[src/sv/rgpc_pkg.sv]
// ----------------------------------------------------------------------------
// rgpc_pkg
// Widths, register codes, queue item type and the quarter-wave cosine table.
// ----------------------------------------------------------------------------
package rgpc_pkg;

    localparam int MAX_POINTS  = 4096;
    localparam int PHASE_BITS  = 12;
    localparam int ANGLE_BITS  = 12;
    localparam int QUARTER     = 1024;

    localparam int RANGE_BITS  = 16;
    localparam int INDEX_BITS  = 12;
    localparam int SPAN_BITS   = 13;
    localparam int CFG_BITS    = 16;
    localparam int COORD_BITS  = 17;
    localparam int TRIG_BITS   = 16;
    localparam int DIV_BITS    = $clog2(MAX_POINTS) + 1;
    localparam int REM_BITS    = DIV_BITS - 1;
    localparam int PROD_BITS   = INDEX_BITS + SPAN_BITS;
    localparam int ROM_ABITS   = $clog2(QUARTER) + 1;
    localparam int QUEUE_DEPTH = 4;

    typedef enum logic [1:0] {
        REG_THRESHOLD   = 2'd0,
        REG_MAX_ANGLE   = 2'd1,
        REG_SCAN_POINTS = 2'd2
    } cfg_reg_t;

    typedef struct packed {
        logic [RANGE_BITS-1:0] range_mm;
        logic [INDEX_BITS-1:0] beam_index;
        logic [PROD_BITS-1:0]  dividend;
        logic [DIV_BITS-1:0]   divisor;
    } item_t;

    typedef logic [TRIG_BITS-1:0] cos_rom_t [0:QUARTER];

    // (a * b) >> 62 for Q62 operands
    function automatic logic [63:0] mul_q62(input logic [63:0] a, input logic [63:0] b);
        logic [127:0] p;
        p = {64'd0, a} * {64'd0, b};
        return p[125:62];
    endfunction

    // round(32767 * cos(2*pi*k/4096)) by series expansion in Q62
    function automatic logic [TRIG_BITS-1:0] cos_entry(input logic [63:0] k);
        logic [63:0] theta;
        logic [63:0] theta2;
        logic [63:0] pos;
        logic [63:0] neg;
        logic [63:0] term;
        logic [63:0] c;
        logic [63:0] v;
        theta  = k * (64'hC90FDAA22168C235 >> 11);
        theta2 = mul_q62(theta, theta);
        pos    = 64'd1 << 62;
        neg    = 64'd0;
        term   = 64'd1 << 62;
        for (int j = 1; j <= 16; j++) begin
            term = mul_q62(term, theta2) / 64'((2 * j - 1) * (2 * j));
            if (j % 2 == 1)
                neg = neg + term;
            else
                pos = pos + term;
        end
        c = (neg > pos) ? 64'd0 : pos - neg;
        v = (c >> 16) * 64'd32767;
        v = (v + (64'd1 << 45)) >> 46;
        return v[TRIG_BITS-1:0];
    endfunction

    function automatic cos_rom_t build_cos_rom();
        cos_rom_t rom;
        for (int k = 0; k <= QUARTER; k++)
            rom[k] = cos_entry(64'(k));
        return rom;
    endfunction

    localparam cos_rom_t COS_ROM = build_cos_rom();

endpackage

[src/sv/rgpc_queue.sv]
// ----------------------------------------------------------------------------
// rgpc_queue
// Short FIFO between front and back so that each side stalls on its own.
// ----------------------------------------------------------------------------
module rgpc_queue (
    input  logic            clk,
    input  logic            rst_n,
    input  logic            push_valid,
    output logic            push_ready,
    input  rgpc_pkg::item_t push_item,
    output logic            pop_valid,
    input  logic            pop_ready,
    output rgpc_pkg::item_t pop_item
);
    import rgpc_pkg::*;

    localparam int PTR_BITS = $clog2(QUEUE_DEPTH);

    item_t                 mem [0:QUEUE_DEPTH-1];
    logic [PTR_BITS-1:0]   wr_ptr_reg;
    logic [PTR_BITS-1:0]   rd_ptr_reg;
    logic [PTR_BITS:0]     count_reg;
    logic [PTR_BITS:0]     count_next;
    logic                  do_push;
    logic                  do_pop;

    assign push_ready = count_reg != (PTR_BITS+1)'(QUEUE_DEPTH);
    assign pop_valid  = count_reg != '0;
    assign pop_item   = mem[rd_ptr_reg];
    assign do_push    = push_valid && push_ready;
    assign do_pop     = pop_valid && pop_ready;

    always_comb
    begin
        count_next = count_reg;
        if (do_push && !do_pop)
            count_next = count_reg + 1'b1;
        else if (do_pop && !do_push)
            count_next = count_reg - 1'b1;
    end

    // Advance pointers and occupancy
    always_ff @(posedge clk or negedge rst_n)
    begin
        if (!rst_n)
        begin
            wr_ptr_reg <= '0;
            rd_ptr_reg <= '0;
            count_reg  <= '0;
        end
        else
        begin
            if (do_push)
                wr_ptr_reg <= wr_ptr_reg + 1'b1;
            if (do_pop)
                rd_ptr_reg <= rd_ptr_reg + 1'b1;
            count_reg <= count_next;
        end
    end

    // Store incoming transfer
    always_ff @(posedge clk)
    begin
        if (do_push)
            mem[wr_ptr_reg] <= push_item;
    end

endmodule

[config.mk]
export PLATFORM = sky130hd
export DESIGN_NAME = rgpc_queue
export DESIGN_NICKNAME = d
export VERILOG_FILES = /design/src/sv/rgpc_pkg.sv /design/src/sv/rgpc_queue.sv
export SDC_FILE = /design/constraint.sdc
export NUM_CORES = 1
export LEC_CHECK = 0
export BUFFER_PORTS_ARGS = -buffer_cell sky130_fd_sc_hd__buf_4
export CAP_MARGIN = 40
export CORE_UTILIZATION = 40
export DETAILED_ROUTE_END_ITERATION = 7
export PLACE_DENSITY_LB_ADDON = 0.2
export SYNTH_ARGS = -nofsm -noshare
export SYNTH_HDL_FRONTEND = slang
export SYNTH_SLANG_ARGS = --single-unit
[constraint.sdc]
create_clock -name clk -period 3.7 [get_ports clk]
set_input_delay 0.37 -clock clk [delete_from_list [all_inputs] [get_ports clk]]
set_output_delay 0.37 -clock clk [all_outputs]
set_load 0.1 [all_outputs]
Yosys cells after proc, flatten, opt, wreduce, memory -nomap -nowiden
Memories as Yosys holds them, arrays and structs flattened.
Index checks and enable logic that the tools add are counted.

word-level totals
  bits in registers = 7
  latch bits = 0
  memory bits (writable) = 264
  memory bits (read-only) = 0
  input port bits = 70
  output and inout port bits = 68
  memories = 1

cells by class
  add/subtract/negate cells = 4
  multipliers = 0
  divide/modulo/power cells = 0
  $lt $le $gt $ge = 0
  eq/ne operators = 1
  shift operators = 0
  muxes and demuxes = 4
  bitwise gates (word level) = 0
  reductions and logical operators = 8

memories
  name  words  bits a word  rd ports  clocked after memory_dff  write ports  RTL line          RTL
  mem   4      66           1         0                         1            rgpc_queue.sv:19  item_t mem [0:QUEUE_DEPTH-1];

operator list
  operator               number
  $mux W3                2
  $add A2 B1 Y2 const B  2
  $logic_and A1 B1 Y1    4
  $add A3 B1 Y3 const B  1
  $ne A3 B3 Y1 const B   1
  $reduce_bool A3 Y1     1
  $sub A3 B1 Y3 const B  1
  $logic_not A1 Y1       2
  $mux W1                2
  $reduce_bool A2 Y1     1

Longest topological paths before layout
  depth in word-level cells = 6
  gate-level depth with buffers = 8

Worst setup path after synthesis
Ideal clock, no wire load.

  kind = register to register
  start point = reg count_reg[0]
  end point = mem mem[0][0] (netlist bit) (enable)
  library setup time = 0.431 ns
  arrival = 2.326 ns
  setup slack = 0.943 ns
  stages on the path, launching flop included = 4
  buffers on the path = 0
  period minus slack after synthesis = 2.757 ns
  cells stage by stage = dfrtp_1 -> nor2_1 -> a21boi_2 -> and2_1

between the ends
  cells in the longest elaborated chain, start to end = 4

ends and longest elaborated chain
  element                        RTL line          RTL
  start: declaration             rgpc_queue.sv:22  logic [PTR_BITS:0] count_reg;
  start signal: assignment       rgpc_queue.sv:57  count_reg <= count_next;
  $ne A3 B3 Y1                   rgpc_queue.sv:27  assign push_ready = count_reg != (PTR_BITS+1)'(QUEUE_DEPTH);
  $logic_and A1 B1 Y1            rgpc_queue.sv:30  assign do_push = push_valid && push_ready;
  named net do_push              rgpc_queue.sv:24  logic do_push;
  $mux W1                        rgpc_queue.sv:64  if (do_push)
  $mux W1 (not written as such)  rgpc_queue.sv:65  mem[wr_ptr_reg] <= push_item;
  end: declaration               rgpc_queue.sv:19

The timed path passes the listed nets, and every way through them passes these cells.

==> flow_summary.toml <==
[clock_network]
htree_num_levels = 1
clock_latency_ns = 0.53
clock-sinks = 271
numCtsBuffers = 29
clk_pin_slew_ns = 0.06
clockBufferDepth = 3
cts_setup_buffers = 0
clockRootBuffer = "clkbuf_16"
cts_tree = "built"

[worst_hold_path]
worstHoldStart = "push_item[11]"
min_path_type = "in2reg"

[logic_synthesis]
syn_inst = 380
synth_seq_cells = 271
syn_avg_cell_area_um2 = 26.2
yosysWarnings = 0
synth-seq-area-share_pct = 81.4
synth.distinct_cells = 20
synth_fp_nets = 456
synthesis.area_um2 = 9950

[layout]
largest_reg_flops = 264
area.growth.synth_to_final_pct = 25.1
n_antenna_cell = 0
fin_nets = 619
layout-drive-gt1-share_pct = 46.8
fillers = 1985

[critical_path]
crit_type = "reg2out"
cp_max_fo = 30
start_kind = "flop"
crit_chain = "buf_12 > mux4_2 > buf_4"
crit_start = "rd_ptr_reg[0]"
cp.arrival_ns = 2.52
critPathMaxStageDelay_ns = 0.85
worstPathRequired_ns = 3.33
cpMaxStageDelayCell = "dfrtp_4"
cp-end-kind = "primary output"
r2r_start = "count_reg[1]"

[routing]
dr.pass1.iters = 4
drcViolationCount = 0
detail_route.iter0.violations = 218
wl_mm = 17.9
post_drt_via_cell_ratio = 4.94
avgRoutedWirePerCell_um = 20.1
num_vias = 4395
ant_nets = 0

[sta]
final.setup.tns_ns = 0
hold_viol = 0
skew_ns = 0.00717
period_minus_slack_ns = 2.89
tightest_slew_ns = 0.636
slew_headroom_pct = 57.6
min_period_over_period_pct = 78.2
drv_slew = 0
rsz0062_at_grt = "false"
setup_viol = 0
whs_ns = 0.0301
fmax_mhz = 345

[floorplanning]
rows = 57
fp.dieW_um = 160
fp.coreArea_um2 = 24400
die_h_um = 160
start_util_pct = 40.8
dieArea_um2 = 25500
num_io_pins = 138

[run]
drv_cap = 0

[global_route]
grt_start_max_net_pins = 43
grt_pass1_wl_mm = 28.3
grt_use_total_pct = 14.6
overflow = 0
first_global_vias = 4950
antenna_found_initial = 0

[place]
place.gp.congestion = 0.729
numPortBuffers = 137
hpwlAfterDp_mm = 10.6

[run_status]
status = "finished, final reports clean"
==> kinds of logic after synthesis <==
kind of cell             after synthesis  synth area share, %
buffers and inverters                 18                 1.45
flip-flops                           271                 81.4
XOR/XNOR                               6                0.528
multiplexers                          68                 15.2
AO/OA/AOI/OAI                          1                0.113
adder cells (fa/ha/maj)                6                0.830
AND/OR/NAND/NOR                       10                0.515
==> cell usage after synthesis <==
cell        n  share of area, %
dfrtp_1     7               1.8
a21boi_2    1              0.11
fa_1        1              0.20
xnor2_1     4              0.35
buf_6       1              0.11
edfxtp_1  264                80
inv_1       3              0.11
buf_4       4              0.30
and2_1      4              0.25
buf_12      3              0.60
nor2_1      2             0.075
ha_1        5              0.63
buf_1       3              0.11
buf_2       4              0.20
nand2_1     2             0.075
mux2_2      2              0.23
nand3_1     1             0.050
mux4_2     66                15
or3_1       1             0.063
xor2_1      2              0.18
==> through the flow <==
step / instance area [um2] / cells / util (%) / setup slack, ns
after CTS: 12400 / 890 / 51.0 / 0.682
after global placement: 11300 / 829 / 46.4 / 1.28
final: 12400 / 890 / 51.0 / 0.805
after floorplan: 9950 / 380 / - / 0.943
after detailed placement: 11400 / 834 / 46.9 / 1.27
after global routing: 12400 / 890 / 51.0 / 0.604
==> cell usage in the layout, fill, tap and decap left out, types with 3 or more instances in the layout <==
| cell | instances |
|---|---|
| clkbuf_1 | 4 |
| inv_1 | 3 |
| clkinv_2 | 5 |
| inv_6 | 3 |
| xnor2_1 | 4 |
| and2_4 | 4 |
| buf_4 | 139 |
| mux4_2 | 66 |
| bufinv_16 | 5 |
| edfxtp_1 | 264 |
| ha_1 | 5 |
| clkbuf_16 | 29 |
| dfrtp_1 | 5 |
| buf_16 | 5 |
| clkinv_1 | 5 |
==> metal layers <==
| layer | global-route usage [%] | vias up | share of wire, % |
|---|---|---|---|
| met1 | 18.2 | 2300 | 40 |
| met3 | 3.74 | 31 | 5.9 |
| met5 | 0 | - | 0 |
| li1 | - | 1954 | - |
| met2 | 25.1 | 110 | 51 |
| met4 | 4.59 | 0 | 2.3 |
==> worst max-delay path: cells and delay by family (launching register included) <==
family | cells | cell delay, ns
flops | 1 | 0.85
buf+inv | 2 | 0.57
mux | 1 | 0.55
==> repair_timing <==
action                                 4_1_cts  5_1_grt
hold buffers                                 2        0
setup endpoints to repair                    0        0
gates resized for setup                      0        0
endpoints found under the hold margin       11        0
==> final timing paths <==
kind                                 end  slack [ns]  depth (start not counted)
min                           mem[0][11]        0.03                          1
max in group asynchronous  rd_ptr_reg[1]        3.36                          2
max                         pop_item[60]        0.81                          3
min in group asynchronous   count_reg[1]        0.20                          2
max reg2reg                 count_reg[2]        1.56                          8
min reg2reg                 count_reg[2]        0.53                          1
==> final cells by class <==
class	instances	area, um2	area share [%]
well taps	324	405	3.26
repair buffers	147	1220	9.81
inverters	3	11.3	0.0905
multi-input cells	91	1720	13.8
clock inverters	21	244	1.96
flip-flops and latches	271	8110	65.1
clock buffers	33	741	5.95
Power is left out: the tool's default activity adds up to more than one toggle a clock period on the data nets, which glitch-free logic cannot reach.
