$ cat src/sv/rgpc_pkg.sv
// ----------------------------------------------------------------------------
// rgpc_pkg
// Widths, register codes, queue item type and the quarter-wave cosine table.
// ----------------------------------------------------------------------------
package rgpc_pkg;

    localparam int MAX_POINTS  = 4096;
    localparam int PHASE_BITS  = 12;
    localparam int ANGLE_BITS  = 12;
    localparam int QUARTER     = 1024;

    localparam int RANGE_BITS  = 16;
    localparam int INDEX_BITS  = 12;
    localparam int SPAN_BITS   = 13;
    localparam int CFG_BITS    = 16;
    localparam int COORD_BITS  = 17;
    localparam int TRIG_BITS   = 16;
    localparam int DIV_BITS    = $clog2(MAX_POINTS) + 1;
    localparam int REM_BITS    = DIV_BITS - 1;
    localparam int PROD_BITS   = INDEX_BITS + SPAN_BITS;
    localparam int ROM_ABITS   = $clog2(QUARTER) + 1;
    localparam int QUEUE_DEPTH = 4;

    typedef enum logic [1:0] {
        REG_THRESHOLD   = 2'd0,
        REG_MAX_ANGLE   = 2'd1,
        REG_SCAN_POINTS = 2'd2
    } cfg_reg_t;

    typedef struct packed {
        logic [RANGE_BITS-1:0] range_mm;
        logic [INDEX_BITS-1:0] beam_index;
        logic [PROD_BITS-1:0]  dividend;
        logic [DIV_BITS-1:0]   divisor;
    } item_t;

    typedef logic [TRIG_BITS-1:0] cos_rom_t [0:QUARTER];

    // (a * b) >> 62 for Q62 operands
    function automatic logic [63:0] mul_q62(input logic [63:0] a, input logic [63:0] b);
        logic [127:0] p;
        p = {64'd0, a} * {64'd0, b};
        return p[125:62];
    endfunction

    // round(32767 * cos(2*pi*k/4096)) by series expansion in Q62
    function automatic logic [TRIG_BITS-1:0] cos_entry(input logic [63:0] k);
        logic [63:0] theta;
        logic [63:0] theta2;
        logic [63:0] pos;
        logic [63:0] neg;
        logic [63:0] term;
        logic [63:0] c;
        logic [63:0] v;
        theta  = k * (64'hC90FDAA22168C235 >> 11);
        theta2 = mul_q62(theta, theta);
        pos    = 64'd1 << 62;
        neg    = 64'd0;
        term   = 64'd1 << 62;
        for (int j = 1; j <= 16; j++) begin
            term = mul_q62(term, theta2) / 64'((2 * j - 1) * (2 * j));
            if (j % 2 == 1)
                neg = neg + term;
            else
                pos = pos + term;
        end
        c = (neg > pos) ? 64'd0 : pos - neg;
        v = (c >> 16) * 64'd32767;
        v = (v + (64'd1 << 45)) >> 46;
        return v[TRIG_BITS-1:0];
    endfunction

    function automatic cos_rom_t build_cos_rom();
        cos_rom_t rom;
        for (int k = 0; k <= QUARTER; k++)
            rom[k] = cos_entry(64'(k));
        return rom;
    endfunction

    localparam cos_rom_t COS_ROM = build_cos_rom();

endpackage

$ cat src/sv/rgpc_front.sv
// ----------------------------------------------------------------------------
// rgpc_front
// Holds the configuration, gates samples on range and forms the angle
// dividend and clamped divisor for each sample that yields a point.
// ----------------------------------------------------------------------------
module rgpc_front (
    input  logic                             clk,
    input  logic                             rst_n,
    input  logic                             cfg_we,
    input  logic [1:0]                       cfg_index,
    input  logic [rgpc_pkg::CFG_BITS-1:0]    cfg_data,
    input  logic                             in_valid,
    output logic                             in_ready,
    input  logic [rgpc_pkg::RANGE_BITS-1:0]  range_mm,
    input  logic [rgpc_pkg::INDEX_BITS-1:0]  beam_index,
    output logic                             push_valid,
    output rgpc_pkg::item_t                  push_item,
    input  logic                             push_ready
);
    import rgpc_pkg::*;

    logic [RANGE_BITS-1:0] threshold_reg;
    logic [SPAN_BITS-1:0]  max_angle_reg;
    logic [SPAN_BITS-1:0]  scan_points_reg;
    logic [DIV_BITS-1:0]   divisor;
    logic                  gated;

    // Write configuration registers
    always_ff @(posedge clk or negedge rst_n)
    begin
        if (!rst_n)
        begin
            threshold_reg   <= '1;
            max_angle_reg   <= SPAN_BITS'(4096);
            scan_points_reg <= SPAN_BITS'(1024);
        end
        else if (cfg_we)
        begin
            case (cfg_reg_t'(cfg_index))
                REG_THRESHOLD:   threshold_reg   <= cfg_data[RANGE_BITS-1:0];
                REG_MAX_ANGLE:   max_angle_reg   <= cfg_data[SPAN_BITS-1:0];
                REG_SCAN_POINTS: scan_points_reg <= cfg_data[SPAN_BITS-1:0];
                default:         ;
            endcase
        end
    end

    // Clamp divisor to 1..MAX_POINTS
    always_comb
    begin
        if (scan_points_reg == '0)
            divisor = DIV_BITS'(1);
        else if ({{(32-SPAN_BITS){1'b0}}, scan_points_reg} > 32'(MAX_POINTS))
            divisor = DIV_BITS'(MAX_POINTS);
        else
            divisor = DIV_BITS'(scan_points_reg);
    end

    // Drop samples beyond the threshold; pass the rest on
    assign gated      = range_mm > threshold_reg;
    assign in_ready   = push_ready;
    assign push_valid = in_valid && !gated;

    always_comb
    begin
        push_item.range_mm   = range_mm;
        push_item.beam_index = beam_index;
        push_item.dividend   = PROD_BITS'(beam_index) * PROD_BITS'(max_angle_reg);
        push_item.divisor    = divisor;
    end

endmodule

$ cat config.mk
export PLATFORM = sky130hd
export DESIGN_NAME = rgpc_front
export DESIGN_NICKNAME = d
export VERILOG_FILES = /design/src/sv/rgpc_pkg.sv /design/src/sv/rgpc_front.sv
export SDC_FILE = /design/constraint.sdc
export NUM_CORES = 1
export LEC_CHECK = 0
export ABC_AREA = 1
export BUFFER_PORTS_ARGS = -buffer_cell sky130_fd_sc_hd__buf_2
export CAP_MARGIN = 10
export CORE_MARGIN = 8
export CORE_UTILIZATION = 60
export CTS_BUF_LIST = sky130_fd_sc_hd__clkbuf_16
export CTS_CLUSTER_DIAMETER = 150
export DETAILED_ROUTE_END_ITERATION = 6
export PLACE_DENSITY_LB_ADDON = 0.1
export SYNTH_ARGS = -nofsm -noshare
export SYNTH_HDL_FRONTEND = slang
export SYNTH_SLANG_ARGS = --single-unit
$ cat constraint.sdc
create_clock -name clk -period 7.6 [get_ports clk]
set_input_delay 1.14 -clock clk [delete_from_list [all_inputs] [get_ports clk]]
set_output_delay 1.14 -clock clk [all_outputs]
set_load 0.005 [all_outputs]
Word level (Yosys, flattened, before mapping)
Cells that the tools add are included.

Flip-flop bits (word level): 42. Bits in latches: 0. RAM bits: 0. Bits in read-only memories: 0. Input port bits: 51. Output and inout port bits: 68. Word-level logic and storage cells: 17. Memories kept: 0.

Add/sub/neg operators: 0. Multipliers: 1. Divide/modulo/power cells: 0. Magnitude comparators: 2. Eq/ne operators: 2. Shift operators: 0. Multiplexer cells: 2. Bitwise operators: 0. Reduce and logical (&&, ||, !) cells: 7.

Operators by type and width (count): $mux W13 (2); $mul A12 B13 Y25 (1); $gt A16 B16 Y1 (1); $gt A13 B13 Y1 const B (1); $logic_not A13 Y1 (1); $reduce_and A2 Y1 (3); $eq A2 B1 Y1 const B (1); $eq A2 B2 Y1 const B (1); $logic_not A2 Y1 (1); $logic_and A1 B1 Y1 (1); $logic_not A1 Y1 (1).

Logic depth before layout (Yosys ltp)
Depth after elaboration: 3. Mapped depth: 23. Mapped depth without buffers: 22.

Worst setup path before layout
Ideal clock, no wire load.

Path kind: input-to-output. From: in beam_index[6] (netlist name). To: out push_item[35] (netlist name). Arrival time: 5.195 ns. Data required time: 6.460 ns. Slack: 1.265 ns. Stages on the path: 19. Path buffers: 1. Cell sequence: clkbuf_1 > nand2_1 > fa_1 > inv_1 > fa_1 > fa_1 > fa_1 > inv_1 > fa_1 > inv_1 > ha_1 > nand2_2 > inv_1 > a21oi_1 > nand3_2 > nand2_1 > nand2_1 > nand2_1 > nand2_1.

RTL lines: start, declared (line rgpc_front.sv:15) `input logic [rgpc_pkg::INDEX_BITS-1:0] beam_index,`; end, declared (line rgpc_front.sv:17) `output rgpc_pkg::item_t push_item,`.

==> impl_metrics.tcl <==
set metrics [dict create \
    p_clk_frac 0.064 \
    status "completed" \
    antenna_found_initial 0 \
    ios 119 \
    crit_arrival_ns 5.57 \
    ctsResizeCount 0 \
    grt_pass1_vias 6649 \
    die_w_um 130.7 \
    layout_commonest_cell "nand2_1" \
    ys_seq_area_frac 0.1361 \
    synthDominantCellAreaShare 0.2791 \
    post-cts-setup-buffers 0 \
    grt_setup_unrepaired "false" \
    yosysUniqueCellTypes 31 \
    dp.final_hpwl_um 14540 \
    numCtsBuffers 5 \
    routed_via_density 4.967 \
    grt-ovfl-total 0 \
    fin_crit_sh 0.8826 \
    port_buffers 116 \
    drv_cap 0 \
    cp_max_fo 14 \
    design.die.area_sq_um 17070 \
    cts_root_buf "clkbuf_16" \
    cts.path.max_buffers 2 \
    final_nets 1379 \
    endpoint_kind "output port" \
    postSynthAreaPerCell_sq_um 7.318 \
    power.share.sequential 0.080 \
    diodes 0 \
    finalMaxSlewViolations 0 \
    syn-num-nets 1318 \
    grt_pass1_wl_um 30280 \
    clk_latency_ns 0.28 \
    start_util 0.6053 \
    setup_viol 0 \
    drcViolationCount 0 \
    fin_tns_setup_ns 0 \
    rows 42 \
    cts_hold_buffers 0 \
    start_kind "input pin" \
    cts_tree "yes" \
    fmax_ghz 0.1491 \
    internal-power_mw 1.871 \
    min_path_type "flop to flop" \
    grt_max_degree 43 \
    gp_congestion 0.8608 \
    routed_wl_um 17300 \
    yosysWarnings 0 \
    clk_pin_slew_worst_paths_ns 0.06 \
    whs_ns 0.4767 \
    cts.htree.levels 2 \
    leakagePower_nw 5.363 \
    synth_area_leaders "fa_1 28%, nand2_1 14%, inv_1 14%" \
    slew-limit-headroom 0.3326 \
    fin_skew_ns 0 \
    vias 6537 \
    largest_register_ffs 16 \
    drt-wirelength-per-cell_um 13.14 \
    dr.pass1.iters 5 \
    period_needed_ns 6.708 \
    powerDensity_nw_per_um2 489.6 \
    postSynthCellCount 1078 \
    core_area_sq_um 13030 \
    comb_power_share 0.856 \
    antenna_left 0 \
    hold_viol 0 \
    worst_pin_slew_ns 0.9983 \
    clock_sinks 42 \
    chipHeight_um 130.7 \
    area_growth_pct 8.200 \
    drive_gt1_frac 0.1482 \
    synth_top_cell_by_area "fa_1" \
    drt_iter0_markers 352 \
    fill_cells 1237 \
    globalRouteTotalUtil 0.2209 \
    layout_common_cells "304 x nand2_1, 300 x inv_1, 116 x buf_2" \
    synth_area_sq_um 7889 \
    ys_seq_elements 42 \
    peakVddDrop_mv 0.3797 \
    path_class "input pin to output port" \
    swShare 0.5523 \
    p_sw_mw 2.308 \
    critical_path_required_ns 6.46 \
]
==> final cells by class <==
cell class | count | area, sq um | area share
Clock buffer | 5 | 125.1 | 0.01466
Clock inverter | 3 | 63.81 | 0.007476
Inverter | 304 | 1141 | 0.1337
Multi-Input combinational cell | 670 | 5331 | 0.6246
Sequential cell | 42 | 1074 | 0.1258
Tap cell | 176 | 220.2 | 0.02580
Timing Repair Buffer | 116 | 580.6 | 0.06802
==> routing by layer <==
metal,up-vias,wire (um),part of all wire,track usage
met5,-,0,0,0
li1,3207,-,-,-
met3,19,822,0.048,0.01948
met4,0,260,0.015,0.04524
met2,176,8920,0.52,0.4032
met1,3135,7291,0.42,0.2788
==> final timing paths <==
kind	slack, ns	to	start	depth (start not counted)
setup / recovery	0.89	push_item[34]	beam_index[6]	22
hold / removal	0.48	threshold_reg[14]	threshold_reg[14]	2
setup reg to reg	6.58	max_angle_reg[9]	max_angle_reg[9]	2
hold reg to reg	0.48	threshold_reg[14]	threshold_reg[14]	2
max in group asynchronous	6.06	max_angle_reg[2]	rst_n	1
min in group asynchronous	0.99	max_angle_reg[11]	rst_n	1
==> critical path, cell delays in order <==
cell	delay (ns)
buf_2	0.19
nand2_1	0.09
inv_1	0.07
fa_1	0.54
inv_1	0.06
fa_1	0.53
inv_1	0.05
fa_1	0.51
fa_1	0.55
inv_1	0.05
fa_1	0.52
inv_1	0.04
ha_1	0.35
nand2_2	0.11
inv_1	0.05
a21oi_1	0.18
nand3_2	0.15
nand2_1	0.12
nand2_1	0.06
nand2_1	0.05
nand2_1	0.04
buf_2	0.12
==> per-stage QoR <==
step / power [mW] / cells / utilization / setup slack [ns] / area [sq um]
6_report: 4.179 / 1316 / 0.6550 / 0.8923 / 8536
4_1_cts: 4.229 / 1316 / 0.6550 / 0.8796 / 8536
5_1_grt: 4.729 / 1316 / 0.6550 / 0.6040 / 8536
2_1_floorplan: 2.902 / 1078 / - / 1.265 / 7889
3_5_place_dp: 3.937 / 1308 / 0.6405 / 0.8844 / 8347
3_3_place_gp: 3.891 / 1308 / 0.6405 / 0.9191 / 8347
==> cell usage after synthesis <==
cell type,number
dfrtp_1,24
inv_2,4
inv_1,300
dfstp_2,18
nand3b_1,1
nand4_1,7
o21bai_1,2
and2_4,1
nor2_4,2
a21o_1,2
nand3_1,20
buf_2,1
clkbuf_1,32
xnor2_1,5
nor2_1,40
nand2_2,8
xor2_1,8
nor4_1,2
nand3b_4,1
buf_4,29
nand3_2,7
fa_1,110
a21oi_2,1
nor3_1,2
a21oi_1,23
nor2_2,3
a31oi_1,1
nand2_1,304
ha_1,79
a21boi_2,1
o21ai_0,40
==> cells by family after synthesis <==
| family | synth area share |
|---|---|
| simple gates | 0.2098 |
| xor+xnor | 0.01443 |
| compound gates | 0.04710 |
| buf+inv | 0.1881 |
| fa+ha+maj | 0.4044 |
| flops | 0.1361 |
==> power groups by stage <==
stage	sequential [mW]	combinational [mW]	clock (mW)
after global routing	0.344	4.10	0.282
after CTS	0.336	3.62	0.273
after global placement	0.338	3.55	0
after detailed placement	0.339	3.60	0
after floorplan	0.293	2.61	0
final	0.336	3.58	0.268
No activity file was read; power rests on OpenSTA's default activity.
